### config.mk
export PLATFORM = sky130hd
export DESIGN_NAME = bads_queue
export DESIGN_NICKNAME = d
export VERILOG_FILES = /design/src/sv/bads_pkg.sv /design/src/sv/bads_queue.sv
export SDC_FILE = /design/constraint.sdc
export NUM_CORES = 1
export LEC_CHECK = 0
export ABC_AREA = 0
export BUFFER_PORTS_ARGS = -buffer_cell sky130_fd_sc_hd__buf_2
export CAP_MARGIN = 20
export CORE_AREA = 2 2 163 165
export DETAILED_ROUTE_END_ITERATION = 7
export DIE_AREA = 0 0 165 167
export SLEW_MARGIN = 20
export SYNTH_ARGS = -nofsm -noshare
export SYNTH_HDL_FRONTEND = slang
export SYNTH_SLANG_ARGS = --single-unit
### constraint.sdc
create_clock -name clk_i -period 4.4 [get_ports clk_i]
set_clock_uncertainty 0.15 [all_clocks]
set_input_delay 0.88 -clock clk_i [delete_from_list [all_inputs] [get_ports clk_i]]
set_output_delay 0.88 -clock clk_i [all_outputs]
set_load 0.05 [all_outputs]
### src/sv/bads_pkg.sv
package bads_pkg;

  // Parameter defaults
  localparam int unsigned MAX_WIDTH_DEF  = 4096;
  localparam int unsigned MAX_FACTOR_DEF = 16;

  // Fixed height limit and channel count
  localparam int unsigned HEIGHT_LIMIT = 4096;
  localparam int unsigned CHANNELS     = 3;

  // Queue word field widths, sized for the largest parameter values
  localparam int unsigned SLOT_W = 14;
  localparam int unsigned CNT_W  = 14;
  localparam int unsigned POS_W  = 12;

  // Configuration register indexes
  localparam logic [2:0] CFG_TILE_WIDTH   = 3'd0;
  localparam logic [2:0] CFG_TILE_HEIGHT  = 3'd1;
  localparam logic [2:0] CFG_IMAGE_WIDTH  = 3'd2;
  localparam logic [2:0] CFG_IMAGE_HEIGHT = 3'd3;
  localparam logic [2:0] CFG_COLOR_MODE   = 3'd4;

  // Configuration as seen by the front part
  typedef struct packed {
    logic [4:0]  tile_width;
    logic [4:0]  tile_height;
    logic [12:0] image_width;
    logic [12:0] image_height;
    logic        color_mode;
  } cfg_t;

  // One classified pixel passed from front to back
  typedef struct packed {
    logic [7:0]        px_a;
    logic [7:0]        px_b;
    logic [7:0]        px_c;
    logic [SLOT_W-1:0] slot;
    logic              first;
    logic              emit;
    logic              frame_end;
    logic              rgb;
    logic [CNT_W-1:0]  count;
    logic [POS_W-1:0]  out_col;
    logic [POS_W-1:0]  out_row;
  } item_t;

endpackage

### src/sv/bads_queue.sv
module bads_queue (
  input  logic              clk_i,
  input  logic              rst_ni,
  input  logic              push_i,
  input  bads_pkg::item_t   item_i,
  output logic              full_o,
  input  logic              pop_i,
  output logic              valid_o,
  output bads_pkg::item_t   item_o
);

  bads_pkg::item_t entry_q [2];
  logic            wr_ptr_q, rd_ptr_q;
  logic [1:0]      fill_q;

  assign full_o  = (fill_q == 2'd2);
  assign valid_o = (fill_q != 2'd0);
  assign item_o  = entry_q[rd_ptr_q];

  // Store words
  always_ff @(posedge clk_i) begin
    if (push_i) begin
      entry_q[wr_ptr_q] <= item_i;
    end
  end

  // Advance pointers and fill level
  always_ff @(posedge clk_i or negedge rst_ni) begin
    if (!rst_ni) begin
      wr_ptr_q <= 1'b0;
      rd_ptr_q <= 1'b0;
      fill_q   <= 2'd0;
    end else begin
      if (push_i) wr_ptr_q <= ~wr_ptr_q;
      if (pop_i)  rd_ptr_q <= ~rd_ptr_q;
      if (push_i && !pop_i)      fill_q <= fill_q + 2'd1;
      else if (pop_i && !push_i) fill_q <= fill_q - 2'd1;
    end
  end

endmodule

==> impl_metrics.ini, run 1 <==
[status]
status = finished, final reports clean

[setup_path]
slowest_stage = dfrtp_4
cp_slowest_stage_delay_ns = 0.95
r2r_start = wr_ptr_q
r2r_end = entry_q[1][13]
cp_num_buf_inv = 2
crit_family = flip-flops
path_max_fanout = 41
crit_cells = 3
crit_type = reg2out
reg2regPathDepth = 2
worst_setup_path_end_kind = output pin
crit_path_start_kind = register
critPathRequiredTime_ns = 3.37
cp_cell_sequence = buf_4 > mux2_4 > buf_2
rrSetupSlack_ns = 2.65
cp.arrival_ns = 2.31

[route]
remaining_drc_errors = 0
detail-route-antenna-nets = 0
drtPass1Iterations = 4
vias_per_cell = 3.84
routed_wl_mm = 12.3
drt_iter0_drc = 149
dr_total_vias = 3041
wl_per_cell_um = 15.6

[sta]
fmax_mhz = 300
rsz0062_at_grt = false
maxSlewViolCount = 0
hold_viol = 0
tightest_slew_ns = 0.793
max_slew_margin_pct = 47.1
fin_hold_ws_ns = 0.116
finalSetupViolations = 0
fin_setup_tns_ns = 0
fin_crit_ns = 3.34
fin_crit_sh_pct = 75.8
finalWorstSetupSlack_ns = 1.06

[floorplanning]
dieArea_sq_um = 27600
io-pin-count = 166
die_height_um = 167
initial_utilization_pct = 24.7
core_region_area_sq_um = 25800
die_x_um = 165
rows = 59

[power_and_ir_drop]
p_int_mw = 3.91
combPwrFrac_pct = 39.2
finalPower_mw = 6.36
power-per-cell-area_nw_per_um2 = 779
swShare_pct = 38.4
ir_drop_mv = 0.362
seqPwrFrac_pct = 35.5
p_leak_nw = 3.24
clkPwrFrac_pct = 25.3
power_switching_mw = 2.44

[synth]
synthFlopType = edfxtp_1
yosys-top-cells-area = edfxtp_1 (76%), mux2_4 (19%), buf_12 (2.5%)
ys_seq_elements = 164
synthXorXnorAreaFrac_pct = 0.688
yosys_warnings = 0
synth_most_common_cell = edfxtp_1
synth-edff-count = 160
synth_top_area_cell = edfxtp_1
yosys.area.top_type_share_pct = 75.5
synth_compound_area_share_pct = 0
yosysUniqueCellTypes = 14
avgSynthCellArea_sq_um = 24.0
async_flop_share_pct = 2.44
ys_seq_area_share_pct = 77.1
synth_area_sq_um = 6360
synthCells = 265
synthSimpleGateAreaFrac_pct = 0.452
synth_top_family_by_area = multiplexers
muxShareOfSynthArea_pct = 18.8
synth_commonest_cells = edfxtp_1 (160), mux2_4 (79), buf_12 (8)
synth_fp_nets = 350
synth_fa_ha_area_share_pct = 0.197

[worst_hold_path]
hold_path.class = in2async

[clock_tree]
cts.sinks = 164
tritoncts = yes
clkTransAtPathRegs_ns = 0.06
cts_resized = 0
cts.path.max_buffers = 2
postCtsSetupBuffers = 0
cts_max_level = 4
clk_latency_ns = 0.40
cts.hold.buffers_added = 0
cts_root_buffer = clkbuf_16
numCtsBuffers = 17

[global_routing]
top_usage_layer = met2
use_met2_pct = 17.0
grtUsageMet1_pct = 9.24
grtUsageTotal_pct = 9.09
use_met3_pct = 3.36
grt_max_degree = 81
grt_pass1_wl_mm = 18.7
first_global_vias = 3454
antenna_found_initial = 1
overflow = 0

[job]
maxCapViolCount = 0

[place]
gp_congestion = 0.652
pre_cts_ws_ns = 1.46
io_buffers = 165
hpwlAfterDp_mm = 8.24

[final_layout]
syn2layout_area_growth_pct = 28.2
multi_input_area_sq_um = 1290
nets = 530
seqCellArea_sq_um = 4910
drive_gt1_share_pct = 61.7
n_fill_cell = 2505
final_core_util_pct = 31.7
diodes = 0
-- layout make-up --
class	count	area share, %
clock inverters	11	2.45
clock buffers	20	5.35
inverters	1	0.0460
repair buffers	170	11.0
multi-input cells	91	15.8
flip-flops and latches	164	60.2
well taps	335	5.14
-- metrics by stage --
stage | instance area, sq um | cells
floorplan | 6360 | 265
global placement | 7490 | 760
detailed placement | 7490 | 760
CTS | 8130 | 791
global route | 8160 | 792
finish | 8160 | 792
-- cells in the final DEF, fill, tap and decap left out, types with 2 or more instances in the layout --
cell type	count
dfrtp_1	3
inv_6	2
buf_4	3
clkbuf_1	3
edfxtp_1	160
clkbuf_16	17
clkinvlp_4	2
buf_2	165
clkinv_4	2
xor2_1	4
mux2_4	79
bufinv_16	5
-- power groups by stage --
stage	clock network (mW)	logic (mW)	registers (mW)
detailed placement	0	2.52	2.31
finish	1.61	2.49	2.26
global placement	0	2.49	2.29
CTS	1.67	2.52	2.27
floorplan	0	2.26	2.19
global route	1.74	2.61	2.30
-- registers in the layout, indices dropped and copies added, names as in the netlist --
register,flops
rd_ptr_q,1
wr_ptr_q,1
fill_q,2
entry_q,160
-- cell families after synthesis --
kind of cell / Yosys count
XOR/XNOR: 5
flip-flops: 164
multiplexers: 80
adder cells (fa/ha/maj): 1
buffers and inverters: 10
AND/OR/NAND/NOR: 5
-- layer usage --
layer | part of all wire, % | vias to the layer above
met5 | 0.11 | -
met4 | 1.2 | 2
met3 | 6.1 | 12
met2 | 54 | 98
met1 | 39 | 1525
li1 | - | 1404
-- worst max-delay path by stage --
stage          startpoint            end
6_report         rd_ptr_q     item_o[33]
5_1_grt          rd_ptr_q     item_o[42]
4_1_cts          rd_ptr_q     item_o[33]
3_5_place_dp     rd_ptr_q     item_o[33]
3_3_place_gp     rd_ptr_q     item_o[33]
2_1_floorplan      push_i  entry_q[0][0]
Power figures use the tool's default switching activity.
==> run 2: changes to the inputs <==
Settings changed: ABC_AREA 0 to 1.
Clock period 4.4 ns to 3.5 ns, I/O delays scaled along.
==> run 2 against run 1 <==
- core utilization shrank 0.32 points
- final area shrank 1.0%
- register-to-register slack lost 1.0 ns
- worst setup slack lost 0.56 ns
- synthesized cell count grew 3.4%
- highest routed layer unchanged
==> impl_metrics.ini, run 2 <==
[status]
status = finished, final reports clean

[final_layout]
final_common_cell = buf_2
multi_input_area_sq_um = 1280
drive_gt1_share_pct = 60.1
largest_registers = entry_q x160, fill_q x2
layout_common_cells = buf_2 (165), edfxtp_1 (160), mux2_4 (79)
top_register = entry_q
syn2layout_area_growth_pct = 26.6
largest_register_ff_count = 160
n_fill_cell = 2555
seqCellArea_sq_um = 4910
nets = 543

[place]
gp_congestion = 0.711
hpwlAfterDp_mm = 8.50
io_buffers = 165
pre_cts_ws_ns = 0.884

[synth]
synthFlopType = edfxtp_1
synth_area_sq_um = 6380
synth_commonest_cells = edfxtp_1 (160), mux2_4 (79), buf_12 (8)
synth_fp_nets = 359
ys_seq_area_share_pct = 76.9
ys_seq_elements = 164
async_flop_share_pct = 2.44
synth_top_area_cell = edfxtp_1
synth-edff-count = 160
synth_most_common_cell = edfxtp_1
yosys-top-cells-area = edfxtp_1 (75%), mux2_4 (19%), buf_12 (2.5%)
synthCells = 274
yosys.area.top_type_share_pct = 75.3
avgSynthCellArea_sq_um = 23.3
yosysUniqueCellTypes = 14
yosys_warnings = 0

[setup_path]
cp.arrival_ns = 2.15
crit_type = reg2out
crit_path_start_kind = register
worst_setup_path_end_kind = output pin
critPathRequiredTime_ns = 2.65
path_max_fanout = 27

[clock_tree]
cts.path.max_buffers = 2
cts_root_buffer = clkbuf_16
cts_resized = 0
cts.sinks = 164
postCtsSetupBuffers = 0
cts_max_level = 4
clk_latency_ns = 0.41
numCtsBuffers = 17
clkTransAtPathRegs_ns = 0.06
tritoncts = yes

[sta]
fin_crit_ns = 3.00
maxSlewViolCount = 0
tightest_slew_ns = 0.631
max_slew_margin_pct = 57.9
finalSetupViolations = 0
fin_setup_tns_ns = 0
fin_crit_sh_pct = 85.8
rsz0062_at_grt = false
hold_viol = 0
finalWorstSetupSlack_ns = 0.499
fmax_mhz = 333

[global_routing]
overflow = 0
grtUsageTotal_pct = 9.12
grt_max_degree = 43
first_global_vias = 3390
grt_pass1_wl_mm = 18.6
antenna_found_initial = 1

[route]
remaining_drc_errors = 0
routed_wl_mm = 12.4
detail-route-antenna-nets = 0
drtPass1Iterations = 4
vias_per_cell = 3.86
wl_per_cell_um = 15.4
dr_total_vias = 3110
drt_iter0_drc = 104

[power_and_ir_drop]
power-per-cell-area_nw_per_um2 = 948
ir_drop_mv = 0.390
p_leak_nw = 3.23

[floorplanning]
die_x_um = 165
die_height_um = 167
initial_utilization_pct = 24.8
core_region_area_sq_um = 25800
io-pin-count = 166
dieArea_sq_um = 27600
rows = 59

[worst_hold_path]
hold_path.class = reg2reg

[job]
maxCapViolCount = 0
[run 2: cell count changes after synthesis, sizes merged]
cell / change
or2: -1
nor2: +1
inv: +6
nand2: +6
xor2: -2
nor2b: -2
nand4: +1
and2: -1
nand3: +1
[run 2: area by class of cell]
class                           count  area share, %
Antenna cell                        1         0.0310
Clock buffer                       19           5.36
Clock inverter                     11           1.12
Inverter                            7          0.341
Multi-Input combinational cell     94           15.9
Sequential cell                   164           60.8
Tap cell                          335           5.19
Timing Repair Buffer              174           11.3
[run 2: cell families after synthesis]
kind of cell,share of synthesized area (%)
xor+xnor,0.412
fa+ha+maj,0.196
buf+inv,3.10
flops,76.9
mux,18.8
simple gates,0.647
[run 2: routing by layer]
| metal | GRT usage (%) | vias up | wire length [um] |
|---|---|---|---|
| li1 | - | 1437 | - |
| met1 | 10.3 | 1561 | 4950 |
| met2 | 15.9 | 100 | 6460 |
| met3 | 3.46 | 10 | 826 |
| met4 | 2.61 | 2 | 125 |
| met5 | 0 | - | 17 |
[run 2: repair_timing]
item	CTS	global route
endpoints found under the setup margin	0	0
hold endpoints to repair	4	0
hold buffers	1	0
[run 2: through the flow]
stage                     utilization, %  hold slack (ns)  std cells  cell area [sq um]  power [mW]
after floorplan                        -            0.254        274               6380        5.59
after global placement              29.3            0.303        773               7540        6.04
after detailed placement            29.3            0.316        773               7540        6.09
after CTS                           31.3            0.291        804               8070        7.80
after global routing                31.3            0.295        804               8070        8.01
final                               31.3            0.322        805               8070        7.65
[run 2: worst paths after layout]
check                           from              to  slack, ns  depth (start not counted)
setup / recovery            rd_ptr_q      item_o[76]       0.50                          3
hold / removal             fill_q[1]       fill_q[1]       0.32                          2
setup reg to reg            wr_ptr_q  entry_q[1][79]       1.60                          3
hold reg to reg            fill_q[1]       fill_q[1]       0.32                          2
max in group asynchronous     rst_ni        rd_ptr_q       2.59                          2
min in group asynchronous     rst_ni        rd_ptr_q       0.47                          2
[run 2: critical path, cell delays in order (launching register included)]
cell and delay [ns]:
dfrtp_4 0.79, buf_4 0.38, mux2_4 0.33, buf_2 0.21
[run 2: power breakdown]
group	leakage, nW	switching, mW	internal [mW]
Sequential	1.55	0.192	2.61
Combinational	1.43	2.15	1.03
Clock	0.253	0.710	0.961
Total	3.23	3.05	4.60
