File: config.mk
export PLATFORM = sky130hd
export DESIGN_NAME = bads_front
export DESIGN_NICKNAME = d
export VERILOG_FILES = /design/src/sv/bads_pkg.sv /design/src/sv/bads_front.sv
export SDC_FILE = /design/constraint.sdc
export NUM_CORES = 1
export LEC_CHECK = 0
export BUFFER_PORTS_ARGS = -buffer_cell sky130_fd_sc_hd__buf_2
export CAP_MARGIN = 5
export CORE_ASPECT_RATIO = 0.5
export CORE_MARGIN = 2
export CORE_UTILIZATION = 49
export CTS_CLUSTER_SIZE = 30
export DETAILED_ROUTE_END_ITERATION = 12
export PLACE_DENSITY = 0.79
export SYNTH_ARGS = -nofsm -noshare
export SYNTH_HDL_FRONTEND = slang
export SYNTH_SLANG_ARGS = --single-unit
File: constraint.sdc
create_clock -name clk_i -period 3.8 [get_ports clk_i]
set_input_delay 0.38 -clock clk_i [delete_from_list [all_inputs] [get_ports clk_i]]
set_output_delay 0.38 -clock clk_i [all_outputs]
set_load 0.1 [all_outputs]
File: src/sv/bads_pkg.sv
package bads_pkg;

  // Parameter defaults
  localparam int unsigned MAX_WIDTH_DEF  = 4096;
  localparam int unsigned MAX_FACTOR_DEF = 16;

  // Fixed height limit and channel count
  localparam int unsigned HEIGHT_LIMIT = 4096;
  localparam int unsigned CHANNELS     = 3;

  // Queue word field widths, sized for the largest parameter values
  localparam int unsigned SLOT_W = 14;
  localparam int unsigned CNT_W  = 14;
  localparam int unsigned POS_W  = 12;

  // Configuration register indexes
  localparam logic [2:0] CFG_TILE_WIDTH   = 3'd0;
  localparam logic [2:0] CFG_TILE_HEIGHT  = 3'd1;
  localparam logic [2:0] CFG_IMAGE_WIDTH  = 3'd2;
  localparam logic [2:0] CFG_IMAGE_HEIGHT = 3'd3;
  localparam logic [2:0] CFG_COLOR_MODE   = 3'd4;

  // Configuration as seen by the front part
  typedef struct packed {
    logic [4:0]  tile_width;
    logic [4:0]  tile_height;
    logic [12:0] image_width;
    logic [12:0] image_height;
    logic        color_mode;
  } cfg_t;

  // One classified pixel passed from front to back
  typedef struct packed {
    logic [7:0]        px_a;
    logic [7:0]        px_b;
    logic [7:0]        px_c;
    logic [SLOT_W-1:0] slot;
    logic              first;
    logic              emit;
    logic              frame_end;
    logic              rgb;
    logic [CNT_W-1:0]  count;
    logic [POS_W-1:0]  out_col;
    logic [POS_W-1:0]  out_row;
  } item_t;

endpackage

File: src/sv/bads_front.sv
module bads_front #(
  parameter int unsigned MAX_WIDTH  = bads_pkg::MAX_WIDTH_DEF,
  parameter int unsigned MAX_FACTOR = bads_pkg::MAX_FACTOR_DEF
) (
  input  logic            clk_i,
  input  logic            rst_ni,
  input  bads_pkg::cfg_t  cfg_i,
  input  logic            fire_i,
  input  logic [7:0]      sample_a_i,
  input  logic [7:0]      sample_b_i,
  input  logic [7:0]      sample_c_i,
  output bads_pkg::item_t item_o
);

  localparam int unsigned CW = $clog2(MAX_WIDTH);
  localparam int unsigned PW = $clog2(MAX_FACTOR);

  logic [CW-1:0]  in_col_q, out_col_q;
  logic [11:0]    in_row_q, out_row_q;
  logic [PW-1:0]  col_ph_q, row_ph_q;

  logic [7:0]     tw, th;
  logic [15:0]    w, h;
  logic           tile_col_end, tile_row_end, row_end, frame_end, rgb;
  logic [2*PW+1:0] n;
  logic [CW+11:0] col_ext;

  // Clamp registers to their legal ranges
  always_comb begin
    tw = 8'(cfg_i.tile_width);
    if (tw == 8'd0) tw = 8'd1;
    else if (tw > 8'(MAX_FACTOR)) tw = 8'(MAX_FACTOR);
    th = 8'(cfg_i.tile_height);
    if (th == 8'd0) th = 8'd1;
    else if (th > 8'(MAX_FACTOR)) th = 8'(MAX_FACTOR);
    w = 16'(cfg_i.image_width);
    if (w == 16'd0) w = 16'd1;
    else if (w > 16'(MAX_WIDTH)) w = 16'(MAX_WIDTH);
    h = 16'(cfg_i.image_height);
    if (h == 16'd0) h = 16'd1;
    else if (h > 16'(bads_pkg::HEIGHT_LIMIT)) h = 16'(bads_pkg::HEIGHT_LIMIT);
  end

  // Classify the current pixel
  assign row_end      = (16'(in_col_q) + 16'd1) >= w;
  assign tile_col_end = ((8'(col_ph_q) + 8'd1) >= tw) || row_end;
  assign tile_row_end = ((8'(row_ph_q) + 8'd1) >= th) || ((16'(in_row_q) + 16'd1) >= h);
  assign frame_end    = row_end && ((16'(in_row_q) + 16'd1) >= h);
  assign rgb          = cfg_i.color_mode;
  assign n            = (2*PW+2)'((PW+1)'(col_ph_q) + (PW+1)'(1)) *
                        (2*PW+2)'((PW+1)'(row_ph_q) + (PW+1)'(1));
  assign col_ext      = (CW+12)'(out_col_q);

  always_comb begin
    item_o.px_a      = sample_a_i;
    item_o.px_b      = rgb ? sample_b_i : 8'd0;
    item_o.px_c      = rgb ? sample_c_i : 8'd0;
    item_o.slot      = bads_pkg::SLOT_W'(out_col_q);
    item_o.first     = (row_ph_q == '0) && (col_ph_q == '0);
    item_o.emit      = tile_col_end && tile_row_end;
    item_o.frame_end = frame_end;
    item_o.rgb       = rgb;
    item_o.count     = bads_pkg::CNT_W'(n);
    item_o.out_col   = col_ext[11:0];
    item_o.out_row   = out_row_q;
  end

  // Advance raster position
  always_ff @(posedge clk_i or negedge rst_ni) begin
    if (!rst_ni) begin
      in_col_q  <= '0;
      in_row_q  <= '0;
      col_ph_q  <= '0;
      row_ph_q  <= '0;
      out_col_q <= '0;
      out_row_q <= '0;
    end else if (fire_i) begin
      if (frame_end) begin
        in_col_q  <= '0;
        in_row_q  <= '0;
        col_ph_q  <= '0;
        row_ph_q  <= '0;
        out_col_q <= '0;
        out_row_q <= '0;
      end else if (row_end) begin
        in_col_q  <= '0;
        col_ph_q  <= '0;
        out_col_q <= '0;
        in_row_q  <= in_row_q + 12'd1;
        if (tile_row_end) begin
          row_ph_q  <= '0;
          out_row_q <= out_row_q + 12'd1;
        end else begin
          row_ph_q <= row_ph_q + PW'(1);
        end
      end else begin
        in_col_q <= in_col_q + CW'(1);
        if (tile_col_end) begin
          col_ph_q  <= '0;
          out_col_q <= out_col_q + CW'(1);
        end else begin
          col_ph_q <= col_ph_q + PW'(1);
        end
      end
    end
  end

endmodule

==> impl_results.md, run 1 <==
* Result of the run: finished, violations left
* Violated checks: setup timing
* Worst slew margin at 41.9%
* Floorplan row count at 26
* Routed length per placed instance at 14.8 um
* Die area at approximately 12000 um^2
* Leakage dissipation at roughly 3.4 nW
* Largest net degree at the start of global routing at 43
* Clock Sink Count at 56
* Largest clock skew in the final design at approximately 0.007 ns
* Filler cells at 815
* Clk root buf: sky130_fd_sc_hd__clkbuf_16
* Clock H-tree levels at 2
* Share of async-settable or async-resettable flops after synthesis at 100%
* Post-synthesis sequential element count at 56
* Power Density at 704 nW/um^2
* Startpoint-to-endpoint class of the critical path: flip-flop to primary output
* Clock latency on the worst-skew pair at 0.29 ns
* Layout area overhead at 29.8%
* Sequential-to-total area share from yosys stat at about a quarter
* DRC marker count from the first detailed-route iteration at approximately 330
* Mean number of vias per cell at 5.57
* Wire length of the first global-routing pass at 22500 um
* Startpoint Class: flip-flop
* RR Startpoint: in_col_q[0]
* Initial core utilization at 50.9%
* Finished layout cell area at 6820 um^2
* Residual antenna-violating net count after detailed routing at 0
* Slew of the pin with the lowest slew margin at ~0.87 ns
* Register-to-register setup slack at 0.30 ns
* Min Tclk post-route at 4.34 ns
* Ports at 144
* Via count of the first global-routing pass at 5001
* Maximum fanout along the worst path at 3
* CTS Buf Count at 5
* Max-cap violation count at 0
* Die Y at a little under 80 um
* Max Clock Freq at between 200 and 250 MHz
* CTS tree: done
* Post-placement cell area at 6420 um^2
* Cell area after synthesis at 5250 um^2
* Total grt overflow at 0
* Data required time of the critical path at 3.42 ns
* Total half-perimeter wirelength after legalization and detailed placement at 10200 um
* Clock Tree Buf Depth at 2
* RR Endpoint: row_ph_q[2]
* Top_reg_cell synth: sky130_fd_sc_hd__dfrtp_1
* Number of I/O port buffers at 121
* Pre-CTS setup slack at -0.288 ns
* Final estimated routing congestion in global placement at 0.873
* Antenna violations before repair at 0
* Synthesized instance count at 624
* Commonest non-fill, non-tap cells in the layout: sky130_fd_sc_hd__buf_2, sky130_fd_sc_hd__nand2_1, sky130_fd_sc_hd__buf_4, sky130_fd_sc_hd__ha_1, sky130_fd_sc_hd__dfrtp_1
* Clock transition at the registers of the reported paths at 0.07 ns
* Number of vias in the routed layout at 5069
* Post-route setup TNS at -2.42 ns
* Commonest non-fill, non-tap cell in the layout: sky130_fd_sc_hd__buf_2
* Number of iterations in the first detailed-routing pass at 4
* Fraction of final layout cells with drive strength greater than 1 at between 30% and 40%
* Number of library cell types mapped by synthesis at 59
* DRC violation count after routing at 0
* Wirelength, routed at 13500 um
* Total global-route track usage at 23.7%
* Classification of the worst-slack hold path: primary input to asynchronous set/reset pin
* Number of flops mapped to enable cells by yosys at 0
* Register-to-Register Path Depth at 13
* Avg Cell Area, Syn at between 8 and 9 um^2
* Type of destination of the critical path: primary output
* Number of hold-slack violations in the final timing report at 0
* Setup-violating endpoint count in the final report at 6
* Antenna cells at 0
* CP Data Arrival Time at 3.96 ns
* Max VDD drop at 1140 uV
* Setup repair after global routing missed its margin: true
* Count of pins over their slew limit at 0
* Core Footprint at roughly 10000 um^2
* Total number of yosys warnings at 0
* Final worst setup slack at -0.542 ns
* Die W at 150 um
* Final period util at 114%
* Number of nets in the final layout at roughly 900
[cell families after synthesis]
family	count (synthesis)	share of synthesized area, %
compound gates	137	18.2
xor+xnor	30	5.00
fa+ha+maj	71	18.2
buf+inv	93	9.41
flops	56	26.7
mux	1	0.191
other cells	1	0.0714
simple gates	235	22.2
[cell type report]
cell class              count  area [um^2]  area share [%]
multi-input cells         480         3700            54.3
repair buffers            183         1210            17.7
flip-flops and latches     56         1400            20.6
clock buffers               5          125            1.84
clock inverters             3         42.5           0.624
well taps                 140          175            2.57
inverters                  43          161            2.37
[registers in the layout (all words and copies together), names as in the netlist]
name	flops
in_col_q	12
in_row_q	12
out_col_q	12
out_row_q	12
col_ph_q	4
row_ph_q	4
[worst max-delay path: stages (launching register included)]
cell	delay, ns
sky130_fd_sc_hd__dfrtp_2	0.43
sky130_fd_sc_hd__ha_4	0.19
sky130_fd_sc_hd__xnor2_4	0.13
sky130_fd_sc_hd__inv_2	0.08
sky130_fd_sc_hd__nand2_2	0.07
sky130_fd_sc_hd__fa_1	0.53
sky130_fd_sc_hd__fa_1	0.43
sky130_fd_sc_hd__fa_1	0.50
sky130_fd_sc_hd__inv_2	0.04
sky130_fd_sc_hd__ha_4	0.22
sky130_fd_sc_hd__a21o_1	0.19
sky130_fd_sc_hd__a21oi_4	0.16
sky130_fd_sc_hd__o21bai_1	0.10
sky130_fd_sc_hd__a21oi_2	0.25
sky130_fd_sc_hd__xnor2_4	0.16
sky130_fd_sc_hd__buf_12	0.19
[per-stage QoR]
step	hold slack [ns]	total power, W	std cells	utilization (%)
final	0.161	0.00480	910	66.1
after global routing	0.211	0.00507	910	66.1
after CTS	0.178	0.00470	905	65.1
after detailed placement	0.493	0.00407	888	62.3
after global placement	0.479	0.00400	888	62.3
after floorplan	0.0844	0.00336	629	-
[cells in the mapped netlist (all sizes together) (9+ instances only)]
cell type	n	area (um^2)
a21o	11	83.8
a21oi	26	145
a22o	14	123
and2	25	156
and3	18	115
buf	41	299
clkbuf	9	33.8
dfrtp	56	1400
fa	9	180
ha	62	776
inv	43	161
nand2	66	248
nand3	39	195
nor2	39	146
nor3	10	50.1
o21ai	45	248
or3	9	57.6
xnor2	20	175
xor2	10	87.6
[power by group]
group | internal, W | switching [W]
clock | 0.000310 | 0.000216
combinational | 0.00105 | 0.00234
sequential | 0.000720 | 0.000172
[routing by layer]
metal / wire, um / vias to the layer above / global-route usage [%]
li1: - / 2458 / -
met1: 5640 / 2414 / 28.8
met2: 6870 / 177 / 44.2
met3: 786 / 20 / 2.44
met4: 192 / 0 / 6.51
met5: 0 / - / 0
[how the worst max path moves through the flow]
stage / startpoint / to / slack (ns) / depth (start not counted)
6_report: row_ph_q[0] / item_o[32] / -0.54 / 15
5_1_grt: row_ph_q[0] / item_o[32] / -0.69 / 15
4_1_cts: row_ph_q[0] / item_o[32] / -0.52 / 15
3_5_place_dp: row_ph_q[0] / item_o[32] / -0.29 / 16
3_3_place_gp: row_ph_q[0] / item_o[32] / -0.21 / 16
2_1_floorplan: col_ph_q[0] / item_o[32] / -0.38 / 14
[what timing repair did]
action	4_1_cts	5_1_grt
hold buffers	0	0
pin swaps	7	6
resized for setup	9	16
setup buffers	9	5
setup endpoints to repair	8	8
Power figures use the tool's default switching activity.
==> run 2: changes to the inputs <==
SKIP_LAST_GASP = 1   (was not set)
==> impl_results.md, run 2 (synthesis results as in run 1) <==
* Result of the run: finished, violations left (unchanged)
* Violated checks: setup timing (unchanged)
* Die W at 150 um (unchanged)
* Largest clock skew in the final design at 0.00743 ns (was 0.00710 ns)
* Residual antenna-violating net count after detailed routing at 0 (unchanged)
* Maximum fanout along the worst path at 3 (unchanged)
* Max-cap violation count at 0 (unchanged)
* Total grt overflow at 0 (unchanged)
* Pre-CTS setup slack at -0.288 ns (unchanged)
* Number of iterations in the first detailed-routing pass at 4 (unchanged)
* Cell repeated most along the worst path: sky130_fd_sc_hd__fa_1 (unchanged)
* Met3 routed wirelength at 693 um (was 786 um)
* Post-placement cell area at 6420 um^2 (unchanged)
* Wire length of the first global-routing pass at 22500 um (unchanged)
* Final worst setup slack at -0.535 ns (was -0.542 ns)
* Power Density at 704 nW/um^2 (about the same)
* Type of destination of the critical path: primary output (unchanged)
* DRC violation count after routing at 0 (unchanged)
* Sum of met2 wire segment lengths after detailed routing at 6900 um (was 6870 um)
* Number of hold-slack violations in the final timing report at 0 (unchanged)
* Register area at 1400 um^2 (unchanged)
* Initial core utilization at 50.9% (unchanged)
* Leakage dissipation at 3.42 nW (about the same)
* Ports at 144 (unchanged)
* CTS Buf Count at 5 (unchanged)
* WL met1 at 5680 um (was 5640 um)
* Clk root buf: sky130_fd_sc_hd__clkbuf_16 (unchanged)
* Setup-violating endpoint count in the final report at 6 (unchanged)
* Classification of the worst-slack hold path: primary input to asynchronous set/reset pin (unchanged)
* CP Data Arrival Time at 3.95 ns (was 3.96 ns)
* Total area of multi-input combinational cells at 3700 um^2 (about the same)
* Total half-perimeter wirelength after legalization and detailed placement at 10200 um (unchanged)
* Post-route setup TNS at -2.31 ns (was -2.42 ns)
* Finished layout cell area at 6820 um^2 (about the same)
* Fraction of final layout cells with drive strength greater than 1 at 32.1% (was 32.3%)
* Antenna cells at 0 (unchanged)
* Startpoint-to-endpoint class of the critical path: flip-flop to primary output (unchanged)
* Max VDD drop at 1140 uV (about the same)
* Data required time of the critical path at 3.42 ns (about the same)
* Commonest non-fill, non-tap cells in the layout: sky130_fd_sc_hd__buf_2, sky130_fd_sc_hd__nand2_1, sky130_fd_sc_hd__buf_4, sky130_fd_sc_hd__ha_1, sky130_fd_sc_hd__dfrtp_1 (unchanged)
* Number of cells in the finished layout apart from fillers at 909 (was 910)
* Number of I/O port buffers at 121 (unchanged)
* Floorplan row count at 26 (unchanged)
* Count of pins over their slew limit at 0 (unchanged)
* Min Tclk post-route at 4.33 ns (was 4.34 ns)
* Total global-route track usage at 23.7% (unchanged)
* Final estimated routing congestion in global placement at 0.873 (unchanged)
* Quantity of hold-fixing buffers added after cts at 0 (unchanged)
* Number of nets in the final layout at 903 (was 904)
* Startpoint Class: flip-flop (unchanged)
* Core Footprint at 10300 um^2 (unchanged)
* Die area at 11600 um^2 (unchanged)
* Number of vias in the routed layout at 5051 (was 5069)
* Cell with the largest stage delay on the worst path: sky130_fd_sc_hd__fa_1 (unchanged)
* DP Cell Count at 888 (unchanged)
* Routed length per placed instance at 14.8 um (about the same)
* Clock transition at the registers of the reported paths at 0.07 ns (about the same)
* Mean number of vias per cell at 5.56 (was 5.57)
* Clock Tree Buf Depth at 2 (unchanged)
* Clock H-tree levels at 2 (unchanged)
* Uppermost signal routing layer after detailed routing: met4 (unchanged)
* CTS tree: done (unchanged)
* DRC marker count from the first detailed-route iteration at 399 (was 334)
* Slew of the pin with the lowest slew margin at 0.858 ns (was 0.866 ns)
* Layout area overhead at 29.8% (about the same)
* Max Clock Freq at 231 MHz (was 230 MHz)
* Largest net degree at the start of global routing at 43 (unchanged)
* Commonest non-fill, non-tap cell in the layout: sky130_fd_sc_hd__buf_2 (unchanged)
* CP cell instances: ha_4 -> xnor2_4 -> inv_2 -> nand2_2 -> fa_1 -> fa_1 -> fa_1 -> inv_2 -> ha_4 -> a21o_1 -> a21oi_4 -> o21bai_1 -> a21oi_2 -> xnor2_4 -> buf_12 (unchanged)
* Final period util at 114% (about the same)
* Clock latency on the worst-skew pair at 0.29 ns (about the same)
* Antenna violations before repair at 0 (unchanged)
* Setup repair after global routing missed its margin: true (unchanged)
* Worst slew margin at 42.4% (was 41.9%)
* Clock Sink Count at 56 (unchanged)
* Largest stage delay, worst path at 0.53 ns (about the same)
* Die Y at 77.2 um (unchanged)
* Wirelength, routed at 13500 um (about the same)
* Filler cells at 815 (unchanged)
* Via count of the first global-routing pass at 5001 (unchanged)
==> run 2: cell types whose count changed in the layout (fill, tap and decap cells not counted), sizes merged <==
cell / delta
buf: -1
==> run 2: layer usage <==
metal	vias up	global-route usage (%)
li1	2453	-
met1	2420	28.8
met2	156	44.2
met3	22	2.44
met4	0	6.51
met5	-	0
==> run 2: critical path: cells and delay by family (launching register included) <==
family                   cells  cell delay (ns)
AO/OA/AOI/OAI                4             0.68
AND/OR/NAND/NOR              1             0.07
buffers and inverters        3             0.31
flip-flops                   1             0.43
adder cells (fa/ha/maj)      5             1.88
XOR/XNOR                     2             0.28
==> run 2: repair_timing <==
item	in CTS	in global routing
resized for setup	9	16
buffers inserted	9	4
endpoints found under the setup margin	8	8
pin swaps	6	2
==> run 2: area by class of cell <==
cell class	instances	share of cell area (%)
tap	140	2.57
multi-input combinational	480	54.4
clock buffer	5	1.84
inverter	43	2.37
sequential	56	20.6
timing repair buffer	182	17.6
clock inverter	3	0.624
==> run 2: power breakdown <==
group	internal (W)	switching [W]	total, W	leakage [nW]
Combinational	0.00104	0.00234	0.00338	2.62
Clock	0.000310	0.000215	0.000525	0.0798
Sequential	0.000720	0.000172	0.000892	0.722
Total	0.00207	0.00273	0.00480	3.42
==> run 2: worst paths after layout <==
path / endpoint / slack (ns) / start / cells after the start
worst max-delay path: item_o[32] / -0.53 / row_ph_q[0] / 15
worst min-delay path: row_ph_q[3] / 0.16 / rst_ni / 1
worst max register to register: row_ph_q[2] / 0.30 / in_col_q[0] / 13
worst min register to register: out_row_q[11] / 0.53 / out_row_q[11] / 1
max in group asynchronous: in_row_q[6] / 2.84 / rst_ni / 2
min in group clk_i: out_row_q[11] / 0.53 / out_row_q[11] / 1
==> run 2: per-stage QoR <==
stage | hold WS [ns] | total power (W) | util [%]
after floorplan | 0.0844 | 0.00336 | -
after global routing | 0.211 | 0.00506 | 66.1
final | 0.160 | 0.00480 | 66.1
after CTS | 0.178 | 0.00470 | 65.1
after detailed placement | 0.493 | 0.00407 | 62.3
after global placement | 0.479 | 0.00400 | 62.3
==> run 3: changes to the inputs <==
RECOVER_POWER = 100   (was not set)
==> impl_results.md, run 3 (synthesis results as in run 1) <==
* Power Density at 699 nW/um^2 (was 704 nW/um^2)
* Total grt overflow at 0 (unchanged)
* Number of hold-slack violations in the final timing report at 0 (unchanged)
* Uppermost signal routing layer after detailed routing: met4 (unchanged)
* Ports at 144 (unchanged)
* Number of nets in the final layout at 903 (unchanged)
* Residual antenna-violating net count after detailed routing at 0 (unchanged)
* Number of gates on the worst path with buffers counted at 15 (unchanged)
* Count of pins over their slew limit at 34 (was 0)
* Final period util at 114% (about the same)
* Quantity of hold-fixing buffers added after cts at 0 (unchanged)
* Setup-violating endpoint count in the final report at 8 (was 6)
* CTS Buf Count at 5 (unchanged)
* Commonest non-fill, non-tap cells in the layout: sky130_fd_sc_hd__nand2_1, sky130_fd_sc_hd__clkbuf_1 (was sky130_fd_sc_hd__buf_2, sky130_fd_sc_hd__nand2_1, sky130_fd_sc_hd__buf_4, sky130_fd_sc_hd__ha_1, sky130_fd_sc_hd__dfrtp_1)
* Number of iterations in the first detailed-routing pass at 5 (was 4)
* Antenna violations before repair at 0 (unchanged)
* Commonest non-fill, non-tap cell in the layout: sky130_fd_sc_hd__nand2_1 (was sky130_fd_sc_hd__buf_2)
* Filler cells at 869 (was 815)
* Sum of met2 wire segment lengths after detailed routing at 6940 um (was 6900 um)
* Combined buffer and inverter count along the critical path at 3 (unchanged)
* Min Tclk post-route at 4.34 ns (was 4.33 ns)
* Floorplan row count at 26 (unchanged)
* Via count of the first global-routing pass at 5001 (unchanged)
* Clock transition at the registers of the reported paths at 0.08 ns (was 0.07 ns)
* Wire length of the first global-routing pass at 22500 um (unchanged)
* Fraction of final layout cells with drive strength greater than 1 at 23.9% (was 32.1%)
* Routed length per placed instance at 15.0 um (was 14.8 um)
* Largest clock skew in the final design at 0.0109 ns (was 0.00743 ns)
* Data required time of the critical path at 3.42 ns (about the same)
* Number of I/O port buffers at 121 (unchanged)
* DRC violation count after routing at 0 (unchanged)
* Post-route setup TNS at -2.41 ns (was -2.31 ns)
* Maximum fanout along the worst path at 3 (unchanged)
* Final estimated routing congestion in global placement at 0.873 (unchanged)
* RR Endpoint: out_row_q[1] (was row_ph_q[2])
* Cell repeated most along the worst path: sky130_fd_sc_hd__fa_1 (unchanged)
* Largest stage delay, worst path at 0.53 ns (about the same)
* Die W at 150 um (unchanged)
* Leakage dissipation at 3.21 nW (was 3.42 nW)
* Origin of the worst setup path: row_ph_q[0] (unchanged)
* Number of vias in the routed layout at 5072 (was 5051)
* Clock latency on the worst-skew pair at 0.30 ns (was 0.29 ns)
* RR Startpoint: in_row_q[1] (was in_col_q[0])
* Type of destination of the critical path: primary output (unchanged)
* CP Data Arrival Time at 3.96 ns (was 3.95 ns)
* Layout area overhead at 27.4% (was 29.8%)
* Pre-CTS setup slack at -0.288 ns (unchanged)
* Clock H-tree levels at 2 (unchanged)
* Die area at 11600 um^2 (unchanged)
* Largest net degree at the start of global routing at 43 (unchanged)
* Setup repair after global routing missed its margin: true (unchanged)
* CTS tree: done (unchanged)
* Max-cap violation count at 1 (was 0)
* Clock Tree Buf Depth at 2 (unchanged)
* Clock Sink Count at 56 (unchanged)
* Register-to-register setup slack at 0.12 ns (was 0.30 ns)
* CP cell instances: ha_4 -> xnor2_4 -> inv_2 -> nand2_2 -> fa_1 -> fa_1 -> fa_1 -> inv_2 -> ha_4 -> a21o_1 -> a21oi_4 -> o21bai_1 -> a21oi_2 -> xnor2_4 -> buf_12 (unchanged)
* Total half-perimeter wirelength after legalization and detailed placement at 10200 um (unchanged)
* Core Footprint at 10300 um^2 (unchanged)
* Crit-path leading delay family: adder cells (unchanged)
* Antenna cells at 0 (unchanged)
* Wirelength, routed at 13600 um (was 13500 um)
* Met3 routed wirelength at 690 um (was 693 um)
* Max VDD drop at 970 uV (was 1140 uV)
* Total global-route track usage at 23.7% (unchanged)
* Initial core utilization at 50.9% (unchanged)
* Startpoint Class: flip-flop (unchanged)
* Slew of the pin with the lowest slew margin at 1.82 ns (was 0.858 ns)
* Cell with the largest stage delay on the worst path: sky130_fd_sc_hd__fa_1 (unchanged)
* Classification of the worst-slack hold path: flip-flop to flip-flop (was primary input to asynchronous set/reset pin)
* Result of the run: finished, violations left (unchanged)
* WL met1 at 5780 um (was 5680 um)
* Clk root buf: sky130_fd_sc_hd__clkbuf_16 (unchanged)
* Max Clock Freq at 231 MHz (about the same)
* Violated checks: capacitance limit, slew limit, setup timing (was setup timing)
* Mean number of vias per cell at 5.58 (was 5.56)
* Register-to-Register Path Depth at 13 (unchanged)
* DRC marker count from the first detailed-route iteration at 357 (was 399)
* Final worst setup slack at -0.537 ns (was -0.535 ns)
* Die Y at 77.2 um (unchanged)
* Startpoint-to-endpoint class of the critical path: flip-flop to primary output (unchanged)
* End point of the critical path: item_o[32] (unchanged)
* Worst slew margin at -21.6% (was 42.4%)
-- run 3: layout make-up --
type,instances,area [um^2],area share [%]
clock buffers,5,125,1.87
flip-flops and latches,56,1400,21.0
repair buffers,182,1100,16.5
multi-input cells,480,3680,55.1
inverters,43,161,2.41
well taps,140,175,2.62
clock inverters,3,42.5,0.636
-- run 3: worst min-delay path by stage --
stage,start,endpoint,slack [ns],depth (start not counted)
2_1_floorplan,rst_ni,col_ph_q[0],0.08,0
3_3_place_gp,rst_ni,out_col_q[9],0.48,1
3_5_place_dp,rst_ni,out_col_q[9],0.49,1
4_1_cts,rst_ni,row_ph_q[3],0.18,1
5_1_grt,out_row_q[11],out_row_q[11],0.56,1
6_report,out_row_q[11],out_row_q[11],0.54,1
-- run 3: layer usage --
layer	track usage, %	vias up
li1	-	2452
met1	28.8	2428
met2	44.2	170
met3	2.44	22
met4	6.51	0
met5	0	-
-- run 3: report_power, final --
part | switching, W | internal (W)
Clock | 0.000218 | 0.000310
Sequential | 0.000175 | 0.000719
Combinational | 0.00232 | 0.000932
Total | 0.00272 | 0.00196
-- run 3: worst reg2reg max path, cell delays in order, from the launching register on --
cell and delay, ns:
sky130_fd_sc_hd__dfrtp_1 0.42, sky130_fd_sc_hd__ha_1 0.24, sky130_fd_sc_hd__and3_1 0.22, sky130_fd_sc_hd__and3_4 0.21
sky130_fd_sc_hd__and3_1 0.17, sky130_fd_sc_hd__and3_1 0.19, sky130_fd_sc_hd__ha_1 0.29, sky130_fd_sc_hd__and3_1 0.20
sky130_fd_sc_hd__nand3_1 0.11, sky130_fd_sc_hd__a311oi_1 0.48, sky130_fd_sc_hd__a211o_1 0.42, sky130_fd_sc_hd__nor2_1 0.10
sky130_fd_sc_hd__clkbuf_2 0.23, sky130_fd_sc_hd__a32o_1 0.30
-- run 3: repair_timing --
| action | CTS | global route |
|---|---|---|
| buffers inserted | 9 | 4 |
| pin swaps | 6 | 2 |
| endpoints found under the hold margin | 0 | 0 |
| gates resized for setup | 9 | 16 |
| setup endpoints to repair | 8 | 8 |
-- run 3: stage by stage --
| stage | power, W | instance area (um^2) | instances | utilization [%] | hold WS (ns) |
|---|---|---|---|---|---|
| 6_report | 0.00468 | 6690 | 909 | 64.9 | 0.535 |
| 5_1_grt | 0.00494 | 6690 | 909 | 64.9 | 0.564 |
| 4_1_cts | 0.00470 | 6710 | 905 | 65.1 | 0.178 |
| 3_5_place_dp | 0.00407 | 6420 | 888 | 62.3 | 0.493 |
| 3_3_place_gp | 0.00400 | 6420 | 888 | 62.3 | 0.479 |
| 2_1_floorplan | 0.00336 | 5480 | 629 | - | 0.0844 |
